--- config.mk ---
export PLATFORM = sky130hd
export DESIGN_NAME = best_fit_zone_bump_allocator_top
export DESIGN_NICKNAME = d
export VERILOG_FILES = /design/src/hdl/bfzb_pkg.sv /design/src/hdl/bfzb_ctrl.sv /design/src/hdl/bfzb_dp.sv /design/src/hdl/best_fit_zone_bump_allocator_top.sv
export SDC_FILE = /design/constraint.sdc
export NUM_CORES = 1
export LEC_CHECK = 0
export CAP_MARGIN = 20
export CORE_AREA = 2 2 180 314
export DETAILED_ROUTE_END_ITERATION = 6
export DIE_AREA = 0 0 182 316
export DONT_BUFFER_PORTS = 1
export PLACE_DENSITY = 0.74
export SLEW_MARGIN = 30
export SYNTH_ARGS = -nofsm -noshare
export SYNTH_HDL_FRONTEND = slang
export SYNTH_SLANG_ARGS = --single-unit
export TNS_END_PERCENT = 100
--- constraint.sdc ---
create_clock -name clk_i -period 12 [get_ports clk_i]
set_clock_uncertainty 0.2 [all_clocks]
set_input_delay 0.6 -clock clk_i [delete_from_list [all_inputs] [get_ports clk_i]]
set_output_delay 0.6 -clock clk_i [all_outputs]
set_load 0.02 [all_outputs]
--- src/hdl/bfzb_pkg.sv ---
package bfzb_pkg;

  localparam int ZONE_COUNT = 4;
  localparam int ALIGNMENT  = 16;
  localparam int ADDR_W     = 32;
  localparam int SIZE_W     = 24;
  localparam int ASIZE_W    = SIZE_W + 1;
  localparam int STATUS_W   = 3;
  localparam int REG_COUNT  = 8;
  // one extra bit so that writes past the register list decode as misses
  localparam int CFG_IDX_W  = $clog2(REG_COUNT) + 1;
  localparam int ZONE_IDX_W = (ZONE_COUNT > 1) ? $clog2(ZONE_COUNT) : 1;
  localparam int ZCNT_W     = $clog2(ZONE_COUNT + 1);

  localparam logic [ADDR_W:0]    ALIGN_MASK  = (ADDR_W + 1)'(ALIGNMENT - 1);
  localparam logic [ASIZE_W-1:0] ASIZE_MASK  = ASIZE_W'(ALIGNMENT - 1);

  typedef enum logic [STATUS_W-1:0] {
    ST_OK         = 3'd0,
    ST_ZERO_SIZE  = 3'd1,
    ST_NO_MEMORY  = 3'd2,
    ST_NO_HEAP    = 3'd3,
    ST_BAD_LAYOUT = 3'd4
  } status_e;

  typedef enum logic {
    CMD_INIT  = 1'b0,
    CMD_ALLOC = 1'b1
  } cmd_e;

  typedef enum logic [2:0] {
    S_IDLE,
    S_INIT_CLR,
    S_INIT_STEP,
    S_INIT_END,
    S_CHECK,
    S_SCAN,
    S_PICK
  } state_e;

  typedef enum logic [3:0] {
    OP_NONE,
    OP_LOAD,
    OP_INIT_CLR,
    OP_INIT_WRITE,
    OP_INIT_OK,
    OP_INIT_BAD,
    OP_REJECT,
    OP_SCAN,
    OP_ALLOC_DONE
  } op_e;

  typedef struct packed {
    logic slot_free;  // result register empty or draining this cycle
    logic zone_stop;  // current zone start is zero
    logic zone_bad;   // current zone rounds to start past end
    logic idx_last;   // current zone is the last one built in
    logic scan_done;  // all zones in use have been examined
    logic reject;     // zero size or no heap
  } dp_status_t;

endpackage

--- src/hdl/bfzb_ctrl.sv ---
module bfzb_ctrl (
  input  logic                   clk_i,
  input  logic                   rst_ni,
  input  logic                   in_valid_i,
  input  logic                   command_i,
  output logic                   in_ready_o,
  output bfzb_pkg::op_e          op_o,
  input  bfzb_pkg::dp_status_t   stat_i
);

  bfzb_pkg::state_e state_q, state_d;

  always_ff @(posedge clk_i or negedge rst_ni) begin
    if (!rst_ni) begin
      state_q <= bfzb_pkg::S_IDLE;
    end else begin
      state_q <= state_d;
    end
  end

  always_comb begin
    state_d    = state_q;
    op_o       = bfzb_pkg::OP_NONE;
    in_ready_o = 1'b0;
    unique case (state_q)
      bfzb_pkg::S_IDLE: begin
        in_ready_o = 1'b1;
        if (in_valid_i) begin
          op_o = bfzb_pkg::OP_LOAD;
          if (command_i == bfzb_pkg::CMD_INIT) begin
            state_d = bfzb_pkg::S_INIT_CLR;
          end else begin
            state_d = bfzb_pkg::S_CHECK;
          end
        end
      end
      bfzb_pkg::S_INIT_CLR: begin
        op_o    = bfzb_pkg::OP_INIT_CLR;
        state_d = bfzb_pkg::S_INIT_STEP;
      end
      bfzb_pkg::S_INIT_STEP: begin
        if (stat_i.zone_stop) begin
          if (stat_i.slot_free) begin
            op_o    = bfzb_pkg::OP_INIT_OK;
            state_d = bfzb_pkg::S_IDLE;
          end
        end else if (stat_i.zone_bad) begin
          if (stat_i.slot_free) begin
            op_o    = bfzb_pkg::OP_INIT_BAD;
            state_d = bfzb_pkg::S_IDLE;
          end
        end else begin
          op_o = bfzb_pkg::OP_INIT_WRITE;
          if (stat_i.idx_last) begin
            state_d = bfzb_pkg::S_INIT_END;
          end
        end
      end
      bfzb_pkg::S_INIT_END: begin
        if (stat_i.slot_free) begin
          op_o    = bfzb_pkg::OP_INIT_OK;
          state_d = bfzb_pkg::S_IDLE;
        end
      end
      bfzb_pkg::S_CHECK: begin
        if (stat_i.reject) begin
          if (stat_i.slot_free) begin
            op_o    = bfzb_pkg::OP_REJECT;
            state_d = bfzb_pkg::S_IDLE;
          end
        end else begin
          state_d = bfzb_pkg::S_SCAN;
        end
      end
      bfzb_pkg::S_SCAN: begin
        if (stat_i.scan_done) begin
          state_d = bfzb_pkg::S_PICK;
        end else begin
          op_o = bfzb_pkg::OP_SCAN;
        end
      end
      bfzb_pkg::S_PICK: begin
        if (stat_i.slot_free) begin
          op_o    = bfzb_pkg::OP_ALLOC_DONE;
          state_d = bfzb_pkg::S_IDLE;
        end
      end
      default: begin
        state_d = bfzb_pkg::S_IDLE;
      end
    endcase
  end

endmodule

--- src/hdl/bfzb_dp.sv ---
module bfzb_dp (
  input  logic                              clk_i,
  input  logic                              rst_ni,
  input  logic                              cfg_we_i,
  input  logic [bfzb_pkg::CFG_IDX_W-1:0]    cfg_idx_i,
  input  logic [bfzb_pkg::ADDR_W-1:0]       cfg_data_i,
  input  logic [bfzb_pkg::SIZE_W-1:0]       request_size_i,
  input  bfzb_pkg::op_e                     op_i,
  output bfzb_pkg::dp_status_t              stat_o,
  output logic                              out_valid_o,
  input  logic                              out_ready_i,
  output logic [bfzb_pkg::STATUS_W-1:0]     status_o,
  output logic [bfzb_pkg::ADDR_W-1:0]       address_o
);

  localparam int ZC  = bfzb_pkg::ZONE_COUNT;
  localparam int AW  = bfzb_pkg::ADDR_W;
  localparam int ZIW = bfzb_pkg::ZONE_IDX_W;
  localparam int ZCW = bfzb_pkg::ZCNT_W;
  localparam int ASW = bfzb_pkg::ASIZE_W;

  // configured bounds
  logic [AW-1:0] zone_start_q [ZC];
  logic [AW-1:0] zone_end_q   [ZC];

  // heap state
  logic [AW-1:0] cursor_q [ZC];
  logic [AW-1:0] limit_q  [ZC];
  logic [ZCW-1:0] count_q;
  logic           heap_q;

  // per-item work registers
  logic [ZCW-1:0] idx_q;
  logic           size_zero_q;
  logic [ASW-1:0] asize_q;
  logic           best_valid_q;
  logic [ZIW-1:0] best_idx_q;
  logic [AW-1:0]  best_avail_q;

  // result register
  logic                      out_valid_q;
  bfzb_pkg::status_e         out_status_q;
  logic [AW-1:0]             out_addr_q;

  logic [ZIW-1:0] zi;
  logic [AW-1:0]  start_rd;
  logic [AW-1:0]  end_rd;
  logic [AW:0]    cur_rnd;
  logic [AW-1:0]  lim_rnd;
  logic [AW-1:0]  avail;
  logic           better;
  logic [ASW-1:0] req_asize;
  logic           result_load;

  assign zi       = idx_q[ZIW-1:0];
  assign start_rd = zone_start_q[zi];
  assign end_rd   = zone_end_q[zi];
  // round start up without wrapping, so a start near the top overflows into bit AW
  assign cur_rnd  = ({1'b0, start_rd} + bfzb_pkg::ALIGN_MASK) & ~bfzb_pkg::ALIGN_MASK;
  assign lim_rnd  = end_rd & ~bfzb_pkg::ALIGN_MASK[AW-1:0];
  assign avail    = limit_q[zi] - cursor_q[zi];
  assign better   = (AW'(asize_q) <= avail) && (!best_valid_q || (avail < best_avail_q));
  assign req_asize = ({1'b0, request_size_i} + bfzb_pkg::ASIZE_MASK) & ~bfzb_pkg::ASIZE_MASK;

  assign result_load = (op_i == bfzb_pkg::OP_INIT_OK) || (op_i == bfzb_pkg::OP_INIT_BAD) ||
                       (op_i == bfzb_pkg::OP_REJECT)  || (op_i == bfzb_pkg::OP_ALLOC_DONE);

  assign stat_o.slot_free = !out_valid_q || out_ready_i;
  assign stat_o.zone_stop = (start_rd == '0);
  assign stat_o.zone_bad  = (cur_rnd > {1'b0, lim_rnd});
  assign stat_o.idx_last  = (idx_q == ZCW'(ZC - 1));
  assign stat_o.scan_done = (idx_q == count_q);
  assign stat_o.reject    = size_zero_q || !heap_q;

  // configuration writes; indices past the list fall through
  always_ff @(posedge clk_i or negedge rst_ni) begin
    if (!rst_ni) begin
      for (int k = 0; k < ZC; k++) begin
        zone_start_q[k] <= '0;
        zone_end_q[k]   <= '0;
      end
    end else if (cfg_we_i) begin
      for (int k = 0; k < ZC; k++) begin
        if (cfg_idx_i == bfzb_pkg::CFG_IDX_W'(2 * k)) begin
          zone_start_q[k] <= cfg_data_i;
        end
        if (cfg_idx_i == bfzb_pkg::CFG_IDX_W'(2 * k + 1)) begin
          zone_end_q[k] <= cfg_data_i;
        end
      end
    end
  end

  always_ff @(posedge clk_i or negedge rst_ni) begin
    if (!rst_ni) begin
      for (int k = 0; k < ZC; k++) begin
        cursor_q[k] <= '0;
        limit_q[k]  <= '0;
      end
      count_q <= '0;
      heap_q  <= 1'b0;
    end else begin
      case (op_i) inside
        bfzb_pkg::OP_INIT_CLR, bfzb_pkg::OP_INIT_BAD: begin
          for (int k = 0; k < ZC; k++) begin
            cursor_q[k] <= '0;
            limit_q[k]  <= '0;
          end
          count_q <= '0;
          heap_q  <= 1'b0;
        end
        bfzb_pkg::OP_INIT_WRITE: begin
          cursor_q[zi] <= cur_rnd[AW-1:0];
          limit_q[zi]  <= lim_rnd;
        end
        bfzb_pkg::OP_INIT_OK: begin
          count_q <= idx_q;
          heap_q  <= 1'b1;
        end
        bfzb_pkg::OP_ALLOC_DONE: begin
          if (best_valid_q) begin
            cursor_q[best_idx_q] <= cursor_q[best_idx_q] + AW'(asize_q);
          end
        end
        default: begin
        end
      endcase
    end
  end

  always_ff @(posedge clk_i or negedge rst_ni) begin
    if (!rst_ni) begin
      idx_q        <= '0;
      size_zero_q  <= 1'b0;
      best_valid_q <= 1'b0;
    end else begin
      case (op_i)
        bfzb_pkg::OP_LOAD: begin
          idx_q        <= '0;
          size_zero_q  <= (request_size_i == '0);
          best_valid_q <= 1'b0;
        end
        bfzb_pkg::OP_INIT_WRITE: begin
          idx_q <= idx_q + 1'b1;
        end
        bfzb_pkg::OP_SCAN: begin
          idx_q <= idx_q + 1'b1;
          if (better) begin
            best_valid_q <= 1'b1;
          end
        end
        default: begin
        end
      endcase
    end
  end

  // payload of the scan: no reset needed
  always_ff @(posedge clk_i) begin
    if (op_i == bfzb_pkg::OP_LOAD) begin
      asize_q <= req_asize;
    end
    if ((op_i == bfzb_pkg::OP_SCAN) && better) begin
      best_idx_q   <= zi;
      best_avail_q <= avail;
    end
  end

  always_ff @(posedge clk_i or negedge rst_ni) begin
    if (!rst_ni) begin
      out_valid_q <= 1'b0;
    end else begin
      out_valid_q <= (out_valid_q && !out_ready_i) || result_load;
    end
  end

  always_ff @(posedge clk_i) begin
    case (op_i)
      bfzb_pkg::OP_INIT_OK: begin
        out_status_q <= bfzb_pkg::ST_OK;
        out_addr_q   <= '0;
      end
      bfzb_pkg::OP_INIT_BAD: begin
        out_status_q <= bfzb_pkg::ST_BAD_LAYOUT;
        out_addr_q   <= '0;
      end
      bfzb_pkg::OP_REJECT: begin
        out_status_q <= size_zero_q ? bfzb_pkg::ST_ZERO_SIZE : bfzb_pkg::ST_NO_HEAP;
        out_addr_q   <= '0;
      end
      bfzb_pkg::OP_ALLOC_DONE: begin
        if (best_valid_q) begin
          out_status_q <= bfzb_pkg::ST_OK;
          out_addr_q   <= cursor_q[best_idx_q];
        end else begin
          out_status_q <= bfzb_pkg::ST_NO_MEMORY;
          out_addr_q   <= '0;
        end
      end
      default: begin
      end
    endcase
  end

  assign out_valid_o = out_valid_q;
  assign status_o    = out_status_q;
  assign address_o   = out_addr_q;

endmodule

--- src/hdl/best_fit_zone_bump_allocator_top.sv ---
// Channel   Handshake                   Payload
// in        in_valid_i / in_ready_o     command_i, request_size_i
// out       out_valid_o / out_ready_i   status_o, address_o
// cfg       cfg_we_i (no wait)          cfg_idx_i, cfg_data_i
//
// Initialize: a clearing step, then a walk over the zones in the list, which
// visits one configured start/end pair per cycle.
// Allocate: a check step, then the best-fit scan over the zones in use, reading one
// cursor/limit pair per cycle, then a pick. Check rejects zero size and no heap.
// Reset clears the heap state and all zone registers; no clearing pass.
// A result held in the output register stalls only the final step of the next item.
module best_fit_zone_bump_allocator_top (
  input  logic                              clk_i,
  input  logic                              rst_ni,
  input  logic                              cfg_we_i,
  input  logic [bfzb_pkg::CFG_IDX_W-1:0]    cfg_idx_i,
  input  logic [bfzb_pkg::ADDR_W-1:0]       cfg_data_i,
  input  logic                              in_valid_i,
  output logic                              in_ready_o,
  input  logic                              command_i,
  input  logic [bfzb_pkg::SIZE_W-1:0]       request_size_i,
  output logic                              out_valid_o,
  input  logic                              out_ready_i,
  output logic [bfzb_pkg::STATUS_W-1:0]     status_o,
  output logic [bfzb_pkg::ADDR_W-1:0]       address_o
);

  bfzb_pkg::op_e        op;
  bfzb_pkg::dp_status_t stat;

  bfzb_ctrl u_ctrl (
    .clk_i      (clk_i),
    .rst_ni     (rst_ni),
    .in_valid_i (in_valid_i),
    .command_i  (command_i),
    .in_ready_o (in_ready_o),
    .op_o       (op),
    .stat_i     (stat)
  );

  bfzb_dp u_dp (
    .clk_i          (clk_i),
    .rst_ni         (rst_ni),
    .cfg_we_i       (cfg_we_i),
    .cfg_idx_i      (cfg_idx_i),
    .cfg_data_i     (cfg_data_i),
    .request_size_i (request_size_i),
    .op_i           (op),
    .stat_o         (stat),
    .out_valid_o    (out_valid_o),
    .out_ready_i    (out_ready_i),
    .status_o       (status_o),
    .address_o      (address_o)
  );

endmodule
==> run metrics, run 1 <==
Simple-Gate Fraction of Synth Area 9.40%; fin area 0.0350 mm2; Max-slew headroom -14.0%; die width 182 um; setup bufs post-CTS 0; Buffers on Ports 0; clock sink count 583; num ports 103; Worst Setup End Kind register; layout cells sized above 1 20.5%; Starting Density 58.2%; vias per cell 6.69; Die Area 0.0575 mm2; TritonRoute pass-1 iters 5; final WL 94700 um; post-synthesis mux area share 19.8%; Core Box Area 0.0551 mm2; top-count cell post-synth dfrtp_1; NumNets Final 2868; Synth top area share 38.5%; largest cells by area after synthesis dfrtp_1 39%, mux4_2 10%, mux2_2 8.9%, edfxtp_1 8.4%, ha_1 5.2%; HPWL reported at the end of detailed placement 66900 um; failing checks negative hold slack, max-slew violations; Post-Synthesis Cell Area 0.0320 mm2; Antenna Nets Post-Route 0; R2R Path Start u_dp.idx_q[0]$_DFFE_PN0P_; routed len/inst 27.8 um; CTS tree yes; Clock transition at path regs 0.07 ns; Post-route DRC 0; Synth Area in XOR/XNOR 2.87%; crit-path max FO 78; placement row count 114; # hold bufs at CTS 52; Mapped Cells 2678; setup_tns 0 ns; Worst-Skew Late Latency 0.64 ns; CTS buffer count 54; vias in the first global route 23709; Fill cells 4191; global-route wire length before repair 144000 um; First DRT Iteration DRCs 1696; max frequency 0.129 GHz; initial antenna violation count 1; Avg Cell Area, Syn 12.0 um2; gpl congestion 0.939; worst r2r dst u_dp.limit_q[37]$_DFFE_PN0P_; Post-synth top cells 493 x dfrtp_1, 253 x mux2_2, 150 x inv_1, 150 x nand2_1, 143 x mux4_2; leakage 15.0 nW; largest net degree at the start of global routing 494; Worst setup SP type register; Final Hold Fails 493; critical path data arrival time 8.05 ns; RSZ-0062 raised after global routing no; routed via count 22812; VDD IR max 0.173 mV; post-route minimum period 7.73 ns; Crit-path slowest cell dfrtp_4; Synth Area in Adders 5.29%; final worst-path cycle share 64.5%; sequential area share after synthesis 46.9%; Overflow after GRT 0; max_cap viols 0; clk buf depth 3; number of distinct library cells after synthesis 79; largest family of logic cells by synthesized area multiplexers; ys async rst share 84.6%; EDFF count, synth 90; synthesized flop and latch total 583; worst-path cell chain buf_12 -> buf_4 -> mux4_1 -> nand4_1 -> or3_4 -> nor4_1 -> buf_4 -> nand2_1 -> xnor2_1 -> ha_1 -> nand4_1 -> a31oi_1 -> a211o_1 -> a31o_2 -> o21ai_0 -> and3_2 -> buf_4 -> and2_1 -> buf_4 -> nor2_1 -> a22o_1; post-CTS resize count 0; syn_nets 2879; setup violators final 0; CP dominant cell by count buf_4; max incr delay on CP 0.82 ns; status complete, but fails checks; top cell type by total area after synthesis dfrtp_1; Worst-Margin Slew 1.71 ns; Power Total 10.5 mW; synth warn 0; CTS Root Cell clkbuf_16; P&R area growth vs syn 9.15%; ys flop type dfrtp_1; die extent in y 316 um; critical path type register to register; Placed Area 0.0326 mm2; gr usage total 33.5%; ANT cells 0; HP Class input port to async pin; CP Data Required Time 12.31 ns; Max Slew Vio Count 165; H-tree depth 2; final hold slack -0.519 ns; PwrDens 300 mW/mm2; Synth Area in Compound Gates 11.7%; FF-to-FF setup slack 4.27 ns; worst-case reg-to-reg path depth 21
==> worst max path at each step <==
stage | from | endpoint | slack [ns] | cells past startpoint
floorplan | u_dp.idx_q[0]$_DFFE_PN0P_ | u_dp.best_avail_q[0]$_DFFE_PP_ | 3.67 | 27
global placement | u_dp.idx_q[0]$_DFFE_PN0P_ | u_dp.cursor_q[5]$_DFFE_PN0P_ | 4.44 | 20
detailed placement | u_dp.idx_q[0]$_DFFE_PN0P_ | u_dp.limit_q[37]$_DFFE_PN0P_ | 4.31 | 21
CTS | u_dp.idx_q[0]$_DFFE_PN0P_ | u_dp.limit_q[37]$_DFFE_PN0P_ | 4.30 | 21
global route | u_dp.idx_q[0]$_DFFE_PN0P_ | u_dp.limit_q[37]$_DFFE_PN0P_ | 3.70 | 21
finish | u_dp.idx_q[0]$_DFFE_PN0P_ | u_dp.limit_q[37]$_DFFE_PN0P_ | 4.27 | 21
==> where the power goes <==
group / switching [mW] / internal [mW] / total [mW] / leakage (nW)
combinational: 3.46 / 2.21 / 5.66 / 6.86
clock: 0.781 / 1.02 / 1.80 / 0.914
sequential: 0.421 / 2.62 / 3.04 / 7.25
==> state kept, by name (all words and copies together), names as in the netlist <==
name and flops:
u_dp.cursor_q 128, u_dp.zone_start_q 128, u_dp.limit_q 112, u_dp.zone_end_q 112, u_dp.address_o 32, u_dp.best_avail_q 32, u_dp.asize_q 21, u_ctrl.state_q 3
u_dp.count_q 3, u_dp.idx_q 3, u_dp.status_o 3, u_dp.best_idx_q 2, u_dp.best_valid_q 1, u_dp.heap_q 1, u_dp.out_valid_o 1, u_dp.size_zero_q 1
==> cells by family after synthesis <==
kind of cell / after synthesis
AOI/OAI and AO/OA: 563
xor gates and xnor gates: 105
adders and majority gates: 135
buffers and inverters: 299
DFF: 583
muxes: 415
and+or+nand+nor: 578
==> cells in the final DEF, fill, tap and decap left out, types with 15 or more instances in the layout <==
cell type	instances
dfrtp_1	491
mux2_2	253
inv_1	150
nand2_1	149
mux4_2	143
ha_1	134
a21oi_1	127
nand3_1	121
o21ai_0	120
edfxtp_1	90
a22o_1	89
and2_1	74
xnor2_1	60
clkbuf_16	56
nor2_1	54
dlygate4sd3_1	52
xor2_1	45
a21o_1	33
nand4_1	31
and3_1	25
o21ai_1	25
buf_4	24
nor4_1	23
nor3_1	21
o21a_1	21
a21boi_0	17
and4_1	16
nor2b_1	16
a211oi_1	15
==> per-layer routing <==
metal  track usage, %  vias up  wire length [um]
li1                 -     9956                 -
met1             36.0    11595             32100
met2             58.7      972             48600
met3             5.04      289              5190
met4             27.3        0              8900
met5                0        -                 0
==> cell type report <==
| type | count | area (um2) | share of cell area (%) |
|---|---|---|---|
| Sequential cell | 583 | 15000 | 43.0 |
| Timing Repair Buffer | 82 | 822 | 2.35 |
| Clock buffer | 76 | 1570 | 4.48 |
| Multi-Input combinational cell | 1796 | 15800 | 45.2 |
| Clock inverter | 25 | 283 | 0.808 |
| Tap cell | 696 | 871 | 2.49 |
| Inverter | 150 | 563 | 1.61 |
==> critical path, delay by kind of cell (launching register included) <==
kind                     cells  cell delay, ns
AO/OA/AOI/OAI                5            1.33
XOR/XNOR                     1            0.42
adder cells (fa/ha/maj)      1            0.35
buffers and inverters        5            2.07
flip-flops                   1            0.82
multiplexers                 1            0.44
AND/OR/NAND/NOR              8            1.75
==> per-stage QoR <==
stage / worst slack [ns] / utilization, % / instances
floorplan: 3.67 / - / 2678
global placement: 4.44 / 59.1 / 3252
detailed placement: 4.31 / 59.2 / 3255
CTS: 4.30 / 63.5 / 3408
global route: 3.70 / 63.5 / 3408
finish: 4.27 / 63.5 / 3408
Power figures use the tool's default switching activity.
==> run 2, diff against run 1 <==
clock period = 7.3 ns   (was 12 ns; I/O delays follow)
==> run 2 against run 1 <==
The run ends with negative hold slack left. Clock power is 69% higher. Sequential power increased by 65%. Total power is 67% higher. Cell area up 1.6%. Global-route usage grew 0.13 points. Worst hold slack got worse by 0.20 ns. Count of clock-buffer cells in the layout grew 4. Wire length increased by 0.53%. Via count rose by 2.0%. Non-clock buffer count is 50 higher. Cell count up 1.4%. Core utilization grew 1.0 points. Largest power group unchanged.
==> run metrics, run 2 (synthesized netlist as in run 1, its figures left out) <==
Die Area 0.0575 mm2 (unchanged); critical path data arrival time 7.01 ns (was 8.05 ns); gr usage total 33.7% (was 33.5%); clk buf depth 3 (unchanged); post-route minimum period 6.86 ns (was 7.73 ns); TritonRoute pass-1 iters 5 (unchanged); leakage 15.3 nW (was 15.0 nW); setup bufs post-CTS 0 (unchanged); max_cap viols 0 (unchanged); Worst-Skew Late Latency 0.61 ns (was 0.64 ns); critical path type register to register (unchanged); H-tree depth 2 (unchanged); Max Slew Vio Count 0 (was 165); die width 182 um (unchanged); # placed instances 3285 (was 3255); vias per cell 6.74 (was 6.69); failing checks negative hold slack (was negative hold slack, max-slew violations); status complete, but fails checks (unchanged); most frequent cells in the layout 491 x dfrtp_1, 253 x mux2_2, 150 x inv_1 (unchanged); setup_tns 0 ns (unchanged); CTS tree yes (unchanged); # hold bufs at CTS 72 (was 52); FF-to-FF setup slack 0.44 ns (was 4.27 ns); die extent in y 316 um (unchanged); ANT cells 0 (unchanged); setup violators final 0 (unchanged); final hold slack -0.721 ns (was -0.519 ns); Buffers on Ports 0 (unchanged); R2R Path Start u_dp.idx_q[0]$_DFFE_PN0P_ (unchanged); final worst-path cycle share 94.0% (was 64.5%); initial antenna violation count 1 (unchanged); VDD IR max 0.347 mV (was 0.173 mV); worst r2r dst u_dp.best_avail_q[0]$_DFFE_PP_ (was u_dp.limit_q[37]$_DFFE_PN0P_); Post-route DRC 0 (unchanged); PwrDens 495 mW/mm2 (was 300 mW/mm2); biggest regs u_dp.cursor_q x128, u_dp.zone_start_q x128 (unchanged); worst-case reg-to-reg path depth 22 (was 21); final WL 95200 um (was 94700 um); RSZ-0062 raised after global routing no (unchanged); HP Class input port to async pin (unchanged); Core Box Area 0.0551 mm2 (unchanged); post-CTS resize count 0 (unchanged); Antenna Nets Post-Route 0 (unchanged); vias in the first global route 24149 (was 23709); Final Hold Fails 493 (unchanged); routed len/inst 27.6 um (was 27.8 um); Worst-Margin Slew 1.36 ns (was 1.71 ns); Overflow after GRT 0 (unchanged); Worst setup SP type register (unchanged); crit-path max FO 34 (was 78); HPWL reported at the end of detailed placement 68300 um (was 66900 um); Max-slew headroom 9.07% (was -14.0%); Starting Density 58.2% (unchanged); P&R area growth vs syn 10.9% (was 9.15%); Power Total 17.6 mW (was 10.5 mW); gpl congestion 0.972 (was 0.939); final std cells w/o fill 3455 (was 3408); leading cell type in the layout, fill and taps excluded dfrtp_1 (unchanged); largest net degree at the start of global routing 494 (unchanged); Worst Setup End Kind register (unchanged); clock sink count 583 (unchanged); CTS buffer count 54 (unchanged); NumNets Final 2918 (was 2868); First DRT Iteration DRCs 1715 (was 1696); CP Data Required Time 7.45 ns (was 12.31 ns); CTS Root Cell clkbuf_16 (unchanged); num ports 103 (unchanged); placement row count 114 (unchanged); routed via count 23272 (was 22812); max frequency 0.146 GHz (was 0.129 GHz); global-route wire length before repair 146000 um (was 144000 um); layout cells sized above 1 21.2% (was 20.5%); Clock transition at path regs 0.07 ns (about the same)
==> run 2: per-stage QoR <==
step | utilization, % | setup WS, ns | cell area (um2)
2_1_floorplan | - | 0.0437 | 32100
3_3_place_gp | 59.5 | 0.549 | 32800
3_5_place_dp | 59.7 | 0.458 | 32900
4_1_cts | 64.5 | 0.423 | 35500
5_1_grt | 64.5 | 0.0684 | 35500
6_report | 64.5 | 0.439 | 35500
==> run 2: per-layer routing <==
| metal | track usage (%) | part of all wire (%) | wire (um) | up-vias |
|---|---|---|---|---|
| li1 | - | - | - | 10053 |
| met1 | 38.0 | 35 | 33200 | 11795 |
| met2 | 58.1 | 50 | 48000 | 1099 |
| met3 | 5.09 | 6.2 | 5900 | 325 |
| met4 | 24.8 | 8.6 | 8180 | 0 |
| met5 | 0 | 0 | 0 | - |
==> run 2: how the worst max path moves through the flow <==
stage                                    startpoint                             end  slack [ns]
after floorplan           u_dp.idx_q[0]$_DFFE_PN0P_  u_dp.best_avail_q[0]$_DFFE_PP_        0.04
after global placement    u_dp.idx_q[0]$_DFFE_PN0P_  u_dp.best_avail_q[3]$_DFFE_PP_        0.55
after detailed placement  u_dp.idx_q[0]$_DFFE_PN0P_  u_dp.best_avail_q[3]$_DFFE_PP_        0.46
after CTS                 u_dp.idx_q[0]$_DFFE_PN0P_  u_dp.best_avail_q[3]$_DFFE_PP_        0.42
after global routing      u_dp.idx_q[0]$_DFFE_PN0P_  u_dp.best_avail_q[0]$_DFFE_PP_        0.07
final                     u_dp.idx_q[0]$_DFFE_PN0P_  u_dp.best_avail_q[0]$_DFFE_PP_        0.44
==> run 2: layout make-up <==
cell class	count	area, um2
clock buffer	80	1710
clock inverter	18	224
fill	4088	19500
inverter	150	563
multi-input combinational	1796	15800
sequential	583	15000
tap	696	871
timing repair buffer	132	1310
==> run 2: critical path, cell delays in order (launching register included) <==
cell       delay [ns]
dfrtp_4          0.87
buf_12           0.25
mux4_2           0.54
ha_1             0.27
a2111oi_0        0.57
a21boi_0         0.43
o211ai_1         0.17
and2_1           0.23
a21o_1           0.19
a21o_1           0.20
a21oi_1          0.27
xor2_1           0.17
ha_1             0.32
nand4_1          0.09
nor2_1           0.10
nand4_1          0.15
a211oi_1         0.22
a211o_1          0.17
o221a_2          0.18
o2111ai_1        0.11
nor4_1           0.49
a21oi_4          0.10
buf_4            0.24
==> run 2: where the power goes <==
| part | switching, mW | internal (mW) | leakage (nW) |
|---|---|---|---|
| Combinational | 5.75 | 3.77 | 7.12 |
| Clock | 1.28 | 1.76 | 0.953 |
| Sequential | 0.710 | 4.31 | 7.25 |
